### src/stis_pkg.sv
`default_nettype none

package stis_pkg;

	// Default table capacity
	localparam int DEPTH_DEF = 64;

	// Field widths of the channels
	localparam int KEY_W   = 32;
	localparam int POS_W   = 6;
	localparam int COUNT_W = 7;

	typedef enum logic [1:0] {
		OP_INSERT = 2'd0,
		OP_FIND   = 2'd1,
		OP_REMOVE = 2'd2,
		OP_READ   = 2'd3
	} op_t;

	typedef enum logic [2:0] {
		ST_OK        = 3'd0,
		ST_FULL      = 3'd1,
		ST_NOT_FOUND = 3'd2,
		ST_BAD_POS   = 3'd3,
		ST_EMPTY     = 3'd4
	} status_t;

	typedef enum logic [3:0] {
		S_IDLE,
		S_DECODE,
		S_SEARCH_RD,
		S_SEARCH_CMP,
		S_UP_RD,
		S_UP_WR,
		S_FETCH_RD,
		S_FETCH_WAIT,
		S_DOWN_RD,
		S_DOWN_WR,
		S_RESP
	} state_t;

	// Commands from the controller to the datapath
	typedef struct packed {
		logic    capture;
		logic    search_read;
		logic    search_step;
		logic    idx_from_count;
		logic    idx_from_pos;
		logic    up_read;
		logic    up_write;
		logic    put;
		logic    down_read;
		logic    down_write;
		logic    fetch_read;
		logic    fetch_take;
		logic    count_dec;
		logic    load_result;
		status_t res_status;
	} cmd_t;

	// Status from the datapath to the controller
	typedef struct packed {
		op_t  op;
		logic full;
		logic empty;
		logic pos_bad;
		logic search_done;
		logic up_done;
		logic down_done;
		logic key_found;
		logic out_busy;
	} stat_t;

endpackage

`default_nettype wire

### src/stis_req_if.sv
`default_nettype none

interface stis_req_if;
	logic                         valid;
	logic                         ready;
	stis_pkg::op_t                op;
	logic signed [stis_pkg::KEY_W-1:0] key;
	logic [stis_pkg::POS_W-1:0]   position;

	modport source (output valid, output op, output key, output position, input ready);
	modport sink   (input valid, input op, input key, input position, output ready);
endinterface

`default_nettype wire

### src/stis_rsp_if.sv
`default_nettype none

interface stis_rsp_if;
	logic                              valid;
	logic                              ready;
	stis_pkg::status_t                 status;
	logic [stis_pkg::POS_W-1:0]        found_position;
	logic signed [stis_pkg::KEY_W-1:0] key_out;
	logic [stis_pkg::COUNT_W-1:0]      entry_count;

	modport source (output valid, output status, output found_position, output key_out,
		output entry_count, input ready);
	modport sink   (input valid, input status, input found_position, input key_out,
		input entry_count, output ready);
endinterface

`default_nettype wire

### src/stis_ram.sv
`default_nettype none

module stis_ram #(
	parameter int WIDTH = 32,
	parameter int DEPTH = 64
) (
	input  wire logic                     clk,
	input  wire logic                     we,
	input  wire logic [$clog2(DEPTH)-1:0] waddr,
	input  wire logic [WIDTH-1:0]         wdata,
	input  wire logic                     re,
	input  wire logic [$clog2(DEPTH)-1:0] raddr,
	output logic      [WIDTH-1:0]         rdata
);

	logic [WIDTH-1:0] mem_q [DEPTH];

	// Write port
	always_ff @(posedge clk) begin
		if (we) begin
			mem_q[waddr] <= wdata;
		end
	end

	// Registered read port
	always_ff @(posedge clk) begin
		if (re) begin
			rdata <= mem_q[raddr];
		end
	end

endmodule

`default_nettype wire

### src/stis_ctrl.sv
`default_nettype none

module stis_ctrl (
	input  wire logic            clk,
	input  wire logic            arst_n,
	input  wire logic            in_valid,
	output logic                 in_ready,
	input  wire stis_pkg::stat_t stat,
	output stis_pkg::cmd_t       cmd
);

	import stis_pkg::*;

	state_t  state_q, state_d;
	status_t res_status_q, res_status_d;

	// State and pending status
	always_ff @(posedge clk or negedge arst_n) begin
		if (!arst_n) begin
			state_q      <= S_IDLE;
			res_status_q <= ST_OK;
		end else begin
			state_q      <= state_d;
			res_status_q <= res_status_d;
		end
	end

	// Sequence one operation at a time
	always_comb begin
		state_d        = state_q;
		res_status_d   = res_status_q;
		cmd            = '0;
		cmd.res_status = res_status_q;
		in_ready       = 1'b0;

		case (state_q)
			S_IDLE: begin
				in_ready = 1'b1;
				if (in_valid) begin
					cmd.capture = 1'b1;
					state_d     = S_DECODE;
				end
			end

			S_DECODE: begin
				res_status_d = ST_OK;
				case (stat.op)
					OP_INSERT: begin
						if (stat.full) begin
							res_status_d = ST_FULL;
							state_d      = S_RESP;
						end else begin
							state_d = S_SEARCH_RD;
						end
					end
					OP_FIND: begin
						if (stat.empty) begin
							res_status_d = ST_EMPTY;
							state_d      = S_RESP;
						end else begin
							state_d = S_SEARCH_RD;
						end
					end
					default: begin
						if (stat.empty) begin
							res_status_d = ST_EMPTY;
							state_d      = S_RESP;
						end else if (stat.pos_bad) begin
							res_status_d = ST_BAD_POS;
							state_d      = S_RESP;
						end else begin
							state_d = S_FETCH_RD;
						end
					end
				endcase
			end

			// Lower-bound search: each probe reads the table, then compares
			S_SEARCH_RD: begin
				if (stat.search_done) begin
					if (stat.op == OP_INSERT) begin
						cmd.idx_from_count = 1'b1;
						state_d            = S_UP_RD;
					end else begin
						res_status_d = stat.key_found ? ST_OK : ST_NOT_FOUND;
						state_d      = S_RESP;
					end
				end else begin
					cmd.search_read = 1'b1;
					state_d         = S_SEARCH_CMP;
				end
			end

			S_SEARCH_CMP: begin
				cmd.search_step = 1'b1;
				state_d         = S_SEARCH_RD;
			end

			// Move larger keys up, then drop the new key into the gap
			S_UP_RD: begin
				if (stat.up_done) begin
					cmd.put = 1'b1;
					state_d = S_RESP;
				end else begin
					cmd.up_read = 1'b1;
					state_d     = S_UP_WR;
				end
			end

			S_UP_WR: begin
				cmd.up_write = 1'b1;
				state_d      = S_UP_RD;
			end

			S_FETCH_RD: begin
				cmd.fetch_read = 1'b1;
				state_d        = S_FETCH_WAIT;
			end

			S_FETCH_WAIT: begin
				cmd.fetch_take = 1'b1;
				if (stat.op == OP_REMOVE) begin
					cmd.idx_from_pos = 1'b1;
					state_d          = S_DOWN_RD;
				end else begin
					state_d = S_RESP;
				end
			end

			// Close the gap left by a removed entry
			S_DOWN_RD: begin
				if (stat.down_done) begin
					cmd.count_dec = 1'b1;
					state_d       = S_RESP;
				end else begin
					cmd.down_read = 1'b1;
					state_d       = S_DOWN_WR;
				end
			end

			S_DOWN_WR: begin
				cmd.down_write = 1'b1;
				state_d        = S_DOWN_RD;
			end

			// Hand the result beat to the output register once it is free
			S_RESP: begin
				if (!stat.out_busy) begin
					cmd.load_result = 1'b1;
					state_d         = S_IDLE;
				end
			end

			default: begin
				state_d = S_IDLE;
			end
		endcase
	end

endmodule

`default_nettype wire

### src/stis_dp.sv
`default_nettype none

module stis_dp #(
	parameter int DEPTH = stis_pkg::DEPTH_DEF
) (
	input  wire logic                              clk,
	input  wire logic                              arst_n,
	input  wire stis_pkg::cmd_t                    cmd,
	output stis_pkg::stat_t                        stat,
	input  wire stis_pkg::op_t                     in_op,
	input  wire logic signed [stis_pkg::KEY_W-1:0] in_key,
	input  wire logic [stis_pkg::POS_W-1:0]        in_position,
	output logic                                   out_valid,
	input  wire logic                              out_ready,
	output stis_pkg::status_t                      out_status,
	output logic [stis_pkg::POS_W-1:0]             out_found_position,
	output logic signed [stis_pkg::KEY_W-1:0]      out_key_out,
	output logic [stis_pkg::COUNT_W-1:0]           out_entry_count
);

	import stis_pkg::*;

	localparam int AW   = $clog2(DEPTH);
	localparam int CW   = $clog2(DEPTH + 1);
	localparam int PW   = (AW > POS_W) ? AW : POS_W;
	localparam int CMPW = (CW > POS_W) ? CW : POS_W;
	localparam int EW   = (CW > COUNT_W) ? CW : COUNT_W;

	op_t                     op_q;
	logic signed [KEY_W-1:0] key_q;
	logic [POS_W-1:0]        pos_q;
	logic [CW-1:0]           count_q;
	logic [CW-1:0]           lo_q, hi_q, idx_q;
	logic                    eq_q;
	logic signed [KEY_W-1:0] kout_q;
	logic                    out_valid_q;

	logic [CW-1:0]    mid;
	logic [CW-1:0]    idx_dn, idx_up;
	logic [PW-1:0]    pos_ext;
	logic [AW-1:0]    pos_addr;
	logic             ram_we, ram_re;
	logic [AW-1:0]    ram_waddr, ram_raddr;
	logic [KEY_W-1:0] ram_wdata, ram_rdata;
	logic             key_less;
	logic [PW-1:0]    lo_ext;
	logic [EW-1:0]    count_ext;

	assign mid      = lo_q + ((hi_q - lo_q) >> 1);
	assign idx_dn   = idx_q - CW'(1);
	assign idx_up   = idx_q + CW'(1);
	assign pos_ext  = PW'(pos_q);
	assign pos_addr = pos_ext[AW-1:0];
	assign key_less = $signed(ram_rdata) < key_q;

	// Status towards the controller
	always_comb begin
		stat             = '0;
		stat.op          = op_q;
		stat.full        = (count_q == CW'(DEPTH));
		stat.empty       = (count_q == '0);
		stat.pos_bad     = (CMPW'(pos_q) >= CMPW'(count_q));
		stat.search_done = (lo_q >= hi_q);
		stat.up_done     = (idx_q == lo_q);
		stat.down_done   = (idx_up >= count_q);
		stat.key_found   = eq_q;
		stat.out_busy    = out_valid_q && !out_ready;
	end

	// Table port selection
	always_comb begin
		ram_re    = cmd.search_read | cmd.up_read | cmd.down_read | cmd.fetch_read;
		ram_raddr = mid[AW-1:0];
		if (cmd.up_read) begin
			ram_raddr = idx_dn[AW-1:0];
		end else if (cmd.down_read) begin
			ram_raddr = idx_up[AW-1:0];
		end else if (cmd.fetch_read) begin
			ram_raddr = pos_addr;
		end

		ram_we    = cmd.up_write | cmd.down_write | cmd.put;
		ram_waddr = idx_q[AW-1:0];
		ram_wdata = ram_rdata;
		if (cmd.put) begin
			ram_waddr = lo_q[AW-1:0];
			ram_wdata = key_q;
		end
	end

	stis_ram #(
		.WIDTH(KEY_W),
		.DEPTH(DEPTH)
	) u_table (
		.clk  (clk),
		.we   (ram_we),
		.waddr(ram_waddr),
		.wdata(ram_wdata),
		.re   (ram_re),
		.raddr(ram_raddr),
		.rdata(ram_rdata)
	);

	// Capture the request beat, then narrow the search window
	always_ff @(posedge clk) begin
		if (cmd.capture) begin
			op_q  <= in_op;
			key_q <= in_key;
			pos_q <= in_position;
			lo_q  <= '0;
			hi_q  <= count_q;
			eq_q  <= 1'b0;
		end else if (cmd.search_step) begin
			if (key_less) begin
				lo_q <= mid + CW'(1);
			end else begin
				hi_q <= mid;
				eq_q <= (ram_rdata == key_q);
			end
		end
	end

	// Shift cursor
	always_ff @(posedge clk) begin
		if (cmd.idx_from_count) begin
			idx_q <= count_q;
		end else if (cmd.idx_from_pos) begin
			idx_q <= CW'(pos_addr);
		end else if (cmd.up_write) begin
			idx_q <= idx_dn;
		end else if (cmd.down_write) begin
			idx_q <= idx_up;
		end
	end

	// Hold the key that was read or removed
	always_ff @(posedge clk) begin
		if (cmd.fetch_take) begin
			kout_q <= $signed(ram_rdata);
		end
	end

	// Entry count
	always_ff @(posedge clk or negedge arst_n) begin
		if (!arst_n) begin
			count_q <= '0;
		end else if (cmd.put) begin
			count_q <= count_q + CW'(1);
		end else if (cmd.count_dec) begin
			count_q <= count_q - CW'(1);
		end
	end

	// Result beat register
	always_ff @(posedge clk or negedge arst_n) begin
		if (!arst_n) begin
			out_valid_q <= 1'b0;
		end else if (cmd.load_result) begin
			out_valid_q <= 1'b1;
		end else if (out_ready) begin
			out_valid_q <= 1'b0;
		end
	end

	assign lo_ext    = PW'(lo_q[AW-1:0]);
	assign count_ext = EW'(count_q);

	always_ff @(posedge clk) begin
		if (cmd.load_result) begin
			out_status      <= cmd.res_status;
			out_entry_count <= count_ext[COUNT_W-1:0];
			if (cmd.res_status != ST_OK) begin
				out_found_position <= '0;
				out_key_out        <= '0;
			end else if (op_q == OP_INSERT || op_q == OP_FIND) begin
				out_found_position <= lo_ext[POS_W-1:0];
				out_key_out        <= '0;
			end else begin
				out_found_position <= pos_q;
				out_key_out        <= kout_q;
			end
		end
	end

	assign out_valid = out_valid_q;

endmodule

`default_nettype wire

### src/sorted_table_insert_search_unit.sv
`default_nettype none
// Sorted key table: one operation in flight, results through an output register.
// Find: lower-bound binary search of the n entries held, a registered table read and a
// compare per probe. Insert: search, move each larger key up (read, then write), write the
// new key into the gap. Read: fetch one entry. Remove: fetch it, move later keys down. The
// next request beat is taken once the result is registered.
// Reset clears the entry count and the result valid; table contents are not cleared.

module sorted_table_insert_search_unit #(
	parameter int DEPTH = stis_pkg::DEPTH_DEF
) (
	input wire logic clk,
	input wire logic arst_n,
	stis_req_if.sink req,
	stis_rsp_if.source rsp
);

	import stis_pkg::*;

	cmd_t  cmd;
	stat_t stat;

	stis_ctrl u_ctrl (
		.clk     (clk),
		.arst_n  (arst_n),
		.in_valid(req.valid),
		.in_ready(req.ready),
		.stat    (stat),
		.cmd     (cmd)
	);

	stis_dp #(
		.DEPTH(DEPTH)
	) u_dp (
		.clk               (clk),
		.arst_n            (arst_n),
		.cmd               (cmd),
		.stat              (stat),
		.in_op             (req.op),
		.in_key            (req.key),
		.in_position       (req.position),
		.out_valid         (rsp.valid),
		.out_ready         (rsp.ready),
		.out_status        (rsp.status),
		.out_found_position(rsp.found_position),
		.out_key_out       (rsp.key_out),
		.out_entry_count   (rsp.entry_count)
	);

endmodule

`default_nettype wire

### src/flat_wrapper.sv
// flat-port wrapper written by rule: the top's interface ports become plain ports
module sorted_table_insert_search_unit_flat import stis_pkg::*;
#(
	parameter int DEPTH = stis_pkg::DEPTH_DEF
)
  (clk, arst_n, req_valid, req_op, req_key, req_position, req_ready, rsp_valid, rsp_status, rsp_found_position, rsp_key_out, rsp_entry_count, rsp_ready);
  stis_req_if req_i ();
  stis_rsp_if rsp_i ();
  input wire logic clk;
  input wire logic arst_n;
  input wire logic [$bits(req_i.valid)-1:0] req_valid;
  input wire logic [$bits(req_i.op)-1:0] req_op;
  input wire logic [$bits(req_i.key)-1:0] req_key;
  input wire logic [$bits(req_i.position)-1:0] req_position;
  output wire logic [$bits(req_i.ready)-1:0] req_ready;
  output wire logic [$bits(rsp_i.valid)-1:0] rsp_valid;
  output wire logic [$bits(rsp_i.status)-1:0] rsp_status;
  output wire logic [$bits(rsp_i.found_position)-1:0] rsp_found_position;
  output wire logic [$bits(rsp_i.key_out)-1:0] rsp_key_out;
  output wire logic [$bits(rsp_i.entry_count)-1:0] rsp_entry_count;
  input wire logic [$bits(rsp_i.ready)-1:0] rsp_ready;
  assign req_i.valid = req_valid;
  assign req_i.op = req_op;
  assign req_i.key = req_key;
  assign req_i.position = req_position;
  assign req_ready = req_i.ready;
  assign rsp_valid = rsp_i.valid;
  assign rsp_status = rsp_i.status;
  assign rsp_found_position = rsp_i.found_position;
  assign rsp_key_out = rsp_i.key_out;
  assign rsp_entry_count = rsp_i.entry_count;
  assign rsp_i.ready = rsp_ready;
  sorted_table_insert_search_unit #(.DEPTH(DEPTH)) u_core (.clk(clk), .arst_n(arst_n), .req(req_i), .rsp(rsp_i));
endmodule
### config.mk
export PLATFORM = sky130hd
export DESIGN_NAME = sorted_table_insert_search_unit_flat
export DESIGN_NICKNAME = d
export VERILOG_FILES = /design/src/stis_pkg.sv /design/src/stis_req_if.sv /design/src/stis_rsp_if.sv /design/src/stis_ram.sv /design/src/stis_ctrl.sv /design/src/stis_dp.sv /design/src/sorted_table_insert_search_unit.sv /design/src/flat_wrapper.sv
export SDC_FILE = /design/constraint.sdc
export NUM_CORES = 2
export LEC_CHECK = 0
export BUFFER_PORTS_ARGS = -buffer_cell sky130_fd_sc_hd__buf_2
export CORE_UTILIZATION = 55
export CTS_CLUSTER_DIAMETER = 150
export DETAILED_ROUTE_END_ITERATION = 12
export PLACE_DENSITY = 0.76
export SETUP_SLACK_MARGIN = 0.2
export SYNTH_ARGS = -nofsm -noshare
export SYNTH_HDL_FRONTEND = slang
export SYNTH_SLANG_ARGS = --single-unit
### constraint.sdc
create_clock -name clk -period 5.7 [get_ports clk]
set_clock_uncertainty 0.05 [all_clocks]
set_input_delay 0.57 -clock clk [delete_from_list [all_inputs] [get_ports clk]]
set_output_delay 0.57 -clock clk [all_outputs]
set_load 0.05 [all_outputs]
==> out/metrics.sh <==
CP_BUF_INV_COUNT=4
CLK-INSERTION-DELAY-LATE_PS=870
GLOBALROUTETOTALUTIL=0.317
DETAILEDPLACEMENTHPWL_MM=150
LAYOUT-DRIVE-GT1-SHARE=0.130
SHARE_OF_SYNTHESIZED_AREA_OCCUPIED_BY_FLIP_FLOPS_AND_LATCHES=0.751
PATH_CLASS='flip-flop to flip-flop'
POST_DRT_WL_PER_CELL_UM=29.5
CLK_ROOT_BUFFER_CELL='sky130_fd_sc_hd__clkbuf_16'
CRITPATHSLOWESTCELL='sky130_fd_sc_hd__or4_1'
CP.ARRIVAL_PS=5950
YOSYS.AREA_SHARE.SIMPLE=0.115
PREVAILING_POST_SYNTH_REGISTER_CELL='sky130_fd_sc_hd__edfxtp_1'
REPORT.FINAL.HOLD_VIOL_COUNT=0
POST_SYNTH_MUX_AREA_SHARE=0.0335
POST-ROUTE-PERIOD-UTIL=0.952
REG2REG_SETUP_SLACK_PS=270
LARGEST_FAMILY_OF_LOGIC_CELLS_BY_SYNTHESIZED_AREA='simple AND/OR/NAND/NOR gates'
SYNTHDOMINANTAREACELLTYPE='sky130_fd_sc_hd__edfxtp_1'
CLKTRANSATPATHREGS_PS=70
CRITPATHLAUNCHTYPE='flip-flop'
SYNTH_XOR_AREA_FRAC=0.00353
ANTENNA_FOUND_INITIAL=19
IO_BUFFERS=93
INITIAL_UTILIZATION=0.555
FMAX_MHz=184
SYNTH_COMPOUND_GATE_AREA_SHARE=0.0646
GRT_OVERFLOW_TOTAL=0
FIN_NETS=6726
AVGVIACOUNTPERCELL=6.47
CTS_MAX_PATH_BUFFERS=3
RSZ_0062_RAISED_AFTER_GLOBAL_ROUTING='true'
TIGHTESTPINTRANSITION_PS=1260
POST_SYNTH_MAIN_AREA_CONTRIBUTORS='sky130_fd_sc_hd__edfxtp_1, sky130_fd_sc_hd__nand2_1, sky130_fd_sc_hd__mux2i_1, sky130_fd_sc_hd__a21oi_1, sky130_fd_sc_hd__and3_1'
POST_DETAILED_ROUTING_WIRE_LENGTH_MM=265
CTS_TREE='yes'
DRT_DRC=0
CRITPATHMAXFANOUT=46
AVERAGE_SIZE_OF_A_MAPPED_CELL_UM2=14.1
MIN_PERIOD_PS=5430
FIRST_PASS_GRT_WIRE_LENGTH_MM=373
CAP_VIOLATIONS=0
FINAL_ANTENNA_NET_COUNT=0
WORST_SLEW_MARGIN_REL=0.155
LAYOUT_COMMON_CELLS='sky130_fd_sc_hd__edfxtp_1, sky130_fd_sc_hd__nand2_1, sky130_fd_sc_hd__a21oi_1'
OUTCOME='complete, no violations'
VIAS_IN_THE_FIRST_GLOBAL_ROUTE=55400
FINAL.HOLD.WORST_SLACK_PS=90.5
MAPPEDNETLISTAREA_UM2=89300
SYNTHESIS.YOSYS.WARNINGS=0
IOPINCOUNT=94
REPORT.FINAL.SETUP_VIOL=0
SYNTHDOMINANTCELLAREASHARE=0.745
DR_TOTAL_VIAS=57900
FILLCELLCOUNT=10900
SYNTHADDERAREAFRAC=0.00992
GP_CONGESTION=0.916
CLOCK_SINK_COUNT=2237
CTS.HTREE.LEVELS=4
AREA_GROWTH_FROM_SYNTHESIS_TO_LAYOUT_PCT=14.4
DRT_ITER0_DRC=9522
MOST_COMMON_LIBRARY_CELL_IN_THE_LAYOUT_IGNORING_FILL_AND_TAPS='sky130_fd_sc_hd__edfxtp_1'
ELEMENT_TYPE_AT_THE_CRITICAL_PATH_END='flip-flop'
COUNT_OF_FLIP_FLOPS_WITH_A_BUILT_IN_ENABLE_AFTER_SYNTHESIS=2214
YS_ASYNC_SR_FRACTION=0.00671
SYNTHESIS.INSTANCES=6349
DIEAREA_UM2=164000
YOSYS.CELL_TYPES.COUNT=78
DIE_HEIGHT_UM=405
FP.DIEW_UM=405
FINAL-MAX-SLEW-VIOLATION-COUNT=0
CRIT_PATH_CELL_TRACE='inv_2, ha_1, nor2b_1, o21ai_1, nand2_1, nor2_1, nor2_1, ha_1, or2_1, and3_4, o31ai_1, a21oi_1, o21ai_4, buf_12, buf_12, buf_16, mux2i_1, o22ai_1, or4_1, a221oi_2, nor4_1'
FIRST_PASS_ITERS=6
TIMING.CRITICAL_PATH.REQUIRED_PS=6220
POSTSYNTHNETCOUNT=6462
GRT_MAX_DEGREE=104
STD_CELL_ROWS=147
CORE_AREA_UM2=161000
SYNTH-SEQ-CELLS=2237
TIMING.HOLD.WORST.CLASS='primary input to flip-flop'
CRITICAL-PATH-MAX-STAGE-DELAY_PS=560
TRITONCTS.NUM_BUFFERS=208
CPLARGESTDELAYFAMILY='simple AND/OR/NAND/NOR gates'
-- layout make-up --
type / instances / area (µm²) / area share
sequential: 2237 / 67000 / 0.656
tap: 2160 / 2700 / 0.0265
clock inverter: 125 / 1100 / 0.0108
timing repair buffer: 437 / 4000 / 0.0391
antenna: 4 / 10.0 / 0.0000980
clock buffer: 260 / 5530 / 0.0541
multi-input combinational: 3666 / 21500 / 0.211
inverter: 63 / 236 / 0.00232
-- flip-flops by register name, summed over array words and instances (netlist names) --
signal and flops:
u_core.u_dp.pos_addr 6, u_core.u_dp.idx_q 7, u_core.u_dp.key_q 32, u_core.u_dp.out_entry_count 7
u_core.u_dp.u_table.rdata 32, u_core.u_dp.out_status 3, u_core.u_dp.op_q 2, u_core.u_dp.out_valid 1
u_core.u_dp.eq_q 1, u_core.u_dp.kout_q 32, u_core.u_dp.count_ext 7, u_core.u_ctrl.state_q 4
u_core.u_dp.out_key_out 32, u_core.u_dp.hi_q 7, u_core.u_dp.lo_q 7, u_core.u_dp.u_table.mem_q 2048
u_core.u_dp.out_found_position 6, u_core.u_ctrl.res_status_q 3
-- timing repair --
item                                   CTS  global route
hold buffers                            38             0
buffers inserted                         1            10
setup endpoints to repair               27            30
gates resized for setup                 31            35
pin swaps                                1             3
endpoints found under the hold margin   52             0
cloned                                   1             6
-- synth_stat cells, drive strengths merged (4+ instances only) --
cell type     n
and2         36
xnor2        25
a21o         18
nor3         43
nand2b       17
and3        218
buf         191
o21a          4
o31ai         5
mux2i       292
a221oi       92
a31oi       214
o22ai       128
clkbuf      192
or4          90
nand2      1602
dfxtp         8
or3           8
nor2b         8
nand3       121
dfrtp        15
nor4         41
ha           66
nor2        107
nand4        14
xor2         11
a21oi       339
edfxtp     2214
o211ai        4
mux2          6
a211oi       14
o21ai       100
inv          63
-- per-layer routing --
| metal | vias to the layer above | global-route usage | share of wire |
|---|---|---|---|
| met5 | - | 0.00297 | 0.00054 |
| met4 | 22 | 0.187 | 0.063 |
| met3 | 715 | 0.0916 | 0.15 |
| met2 | 4466 | 0.479 | 0.45 |
| met1 | 28400 | 0.409 | 0.34 |
| li1 | 24300 | - | - |
-- kinds of logic (layout without fill, tap and decap cells) --
family | Yosys count | after routing
buffers and inverters | 446 | 885
muxes | 298 | 298
DFF | 2237 | 2237
AOI/OAI and AO/OA | 940 | 940
xor gates and xnor gates | 36 | 36
and+or+nand+nor | 2323 | 2323
adders and majority gates | 69 | 69
other | 0 | 4
-- worst paths after layout --
path / start / endpoint / cells past startpoint
worst max register to register: u_core.u_dp.lo_q[1]$_SDFFE_PP0P_ / u_core.u_dp.u_table.rdata[4]$_DFFE_PP_ / 21
min in group asynchronous: arst_n / u_core.u_dp.out_valid$_DFFE_PN0P_ / 2
worst max-delay path: u_core.u_dp.lo_q[1]$_SDFFE_PP0P_ / u_core.u_dp.u_table.rdata[4]$_DFFE_PP_ / 21
worst min register to register: u_core.u_dp.eq_q$_SDFFE_PP0P_ / u_core.u_dp.eq_q$_SDFFE_PP0P_ / 2
max in group asynchronous: arst_n / u_core.u_dp.count_ext[1]$_DFFE_PN0P_ / 2
worst min-delay path: req_key[31] / u_core.u_dp.key_q[31]$_DFFE_PP_ / 1
-- per-stage QoR --
| step | utilization | TNS, ps | std cells | instance area (µm²) | setup slack, ps |
|---|---|---|---|---|---|
| after global placement | 0.587 | -6310 | 8504 | 94400 | -860 |
| after floorplan | - | 0 | 6349 | 89300 | 618 |
| after detailed placement | 0.587 | -4300 | 8507 | 94400 | -490 |
| after global routing | 0.635 | 0 | 8950 | 102000 | 136 |
| final | 0.635 | 0 | 8952 | 102000 | 274 |
| after CTS | 0.632 | 0 | 8932 | 102000 | 111 |
Power is left out: the tool's default activity adds up to more than one toggle a clock period on the data nets, which glitch-free logic cannot reach.
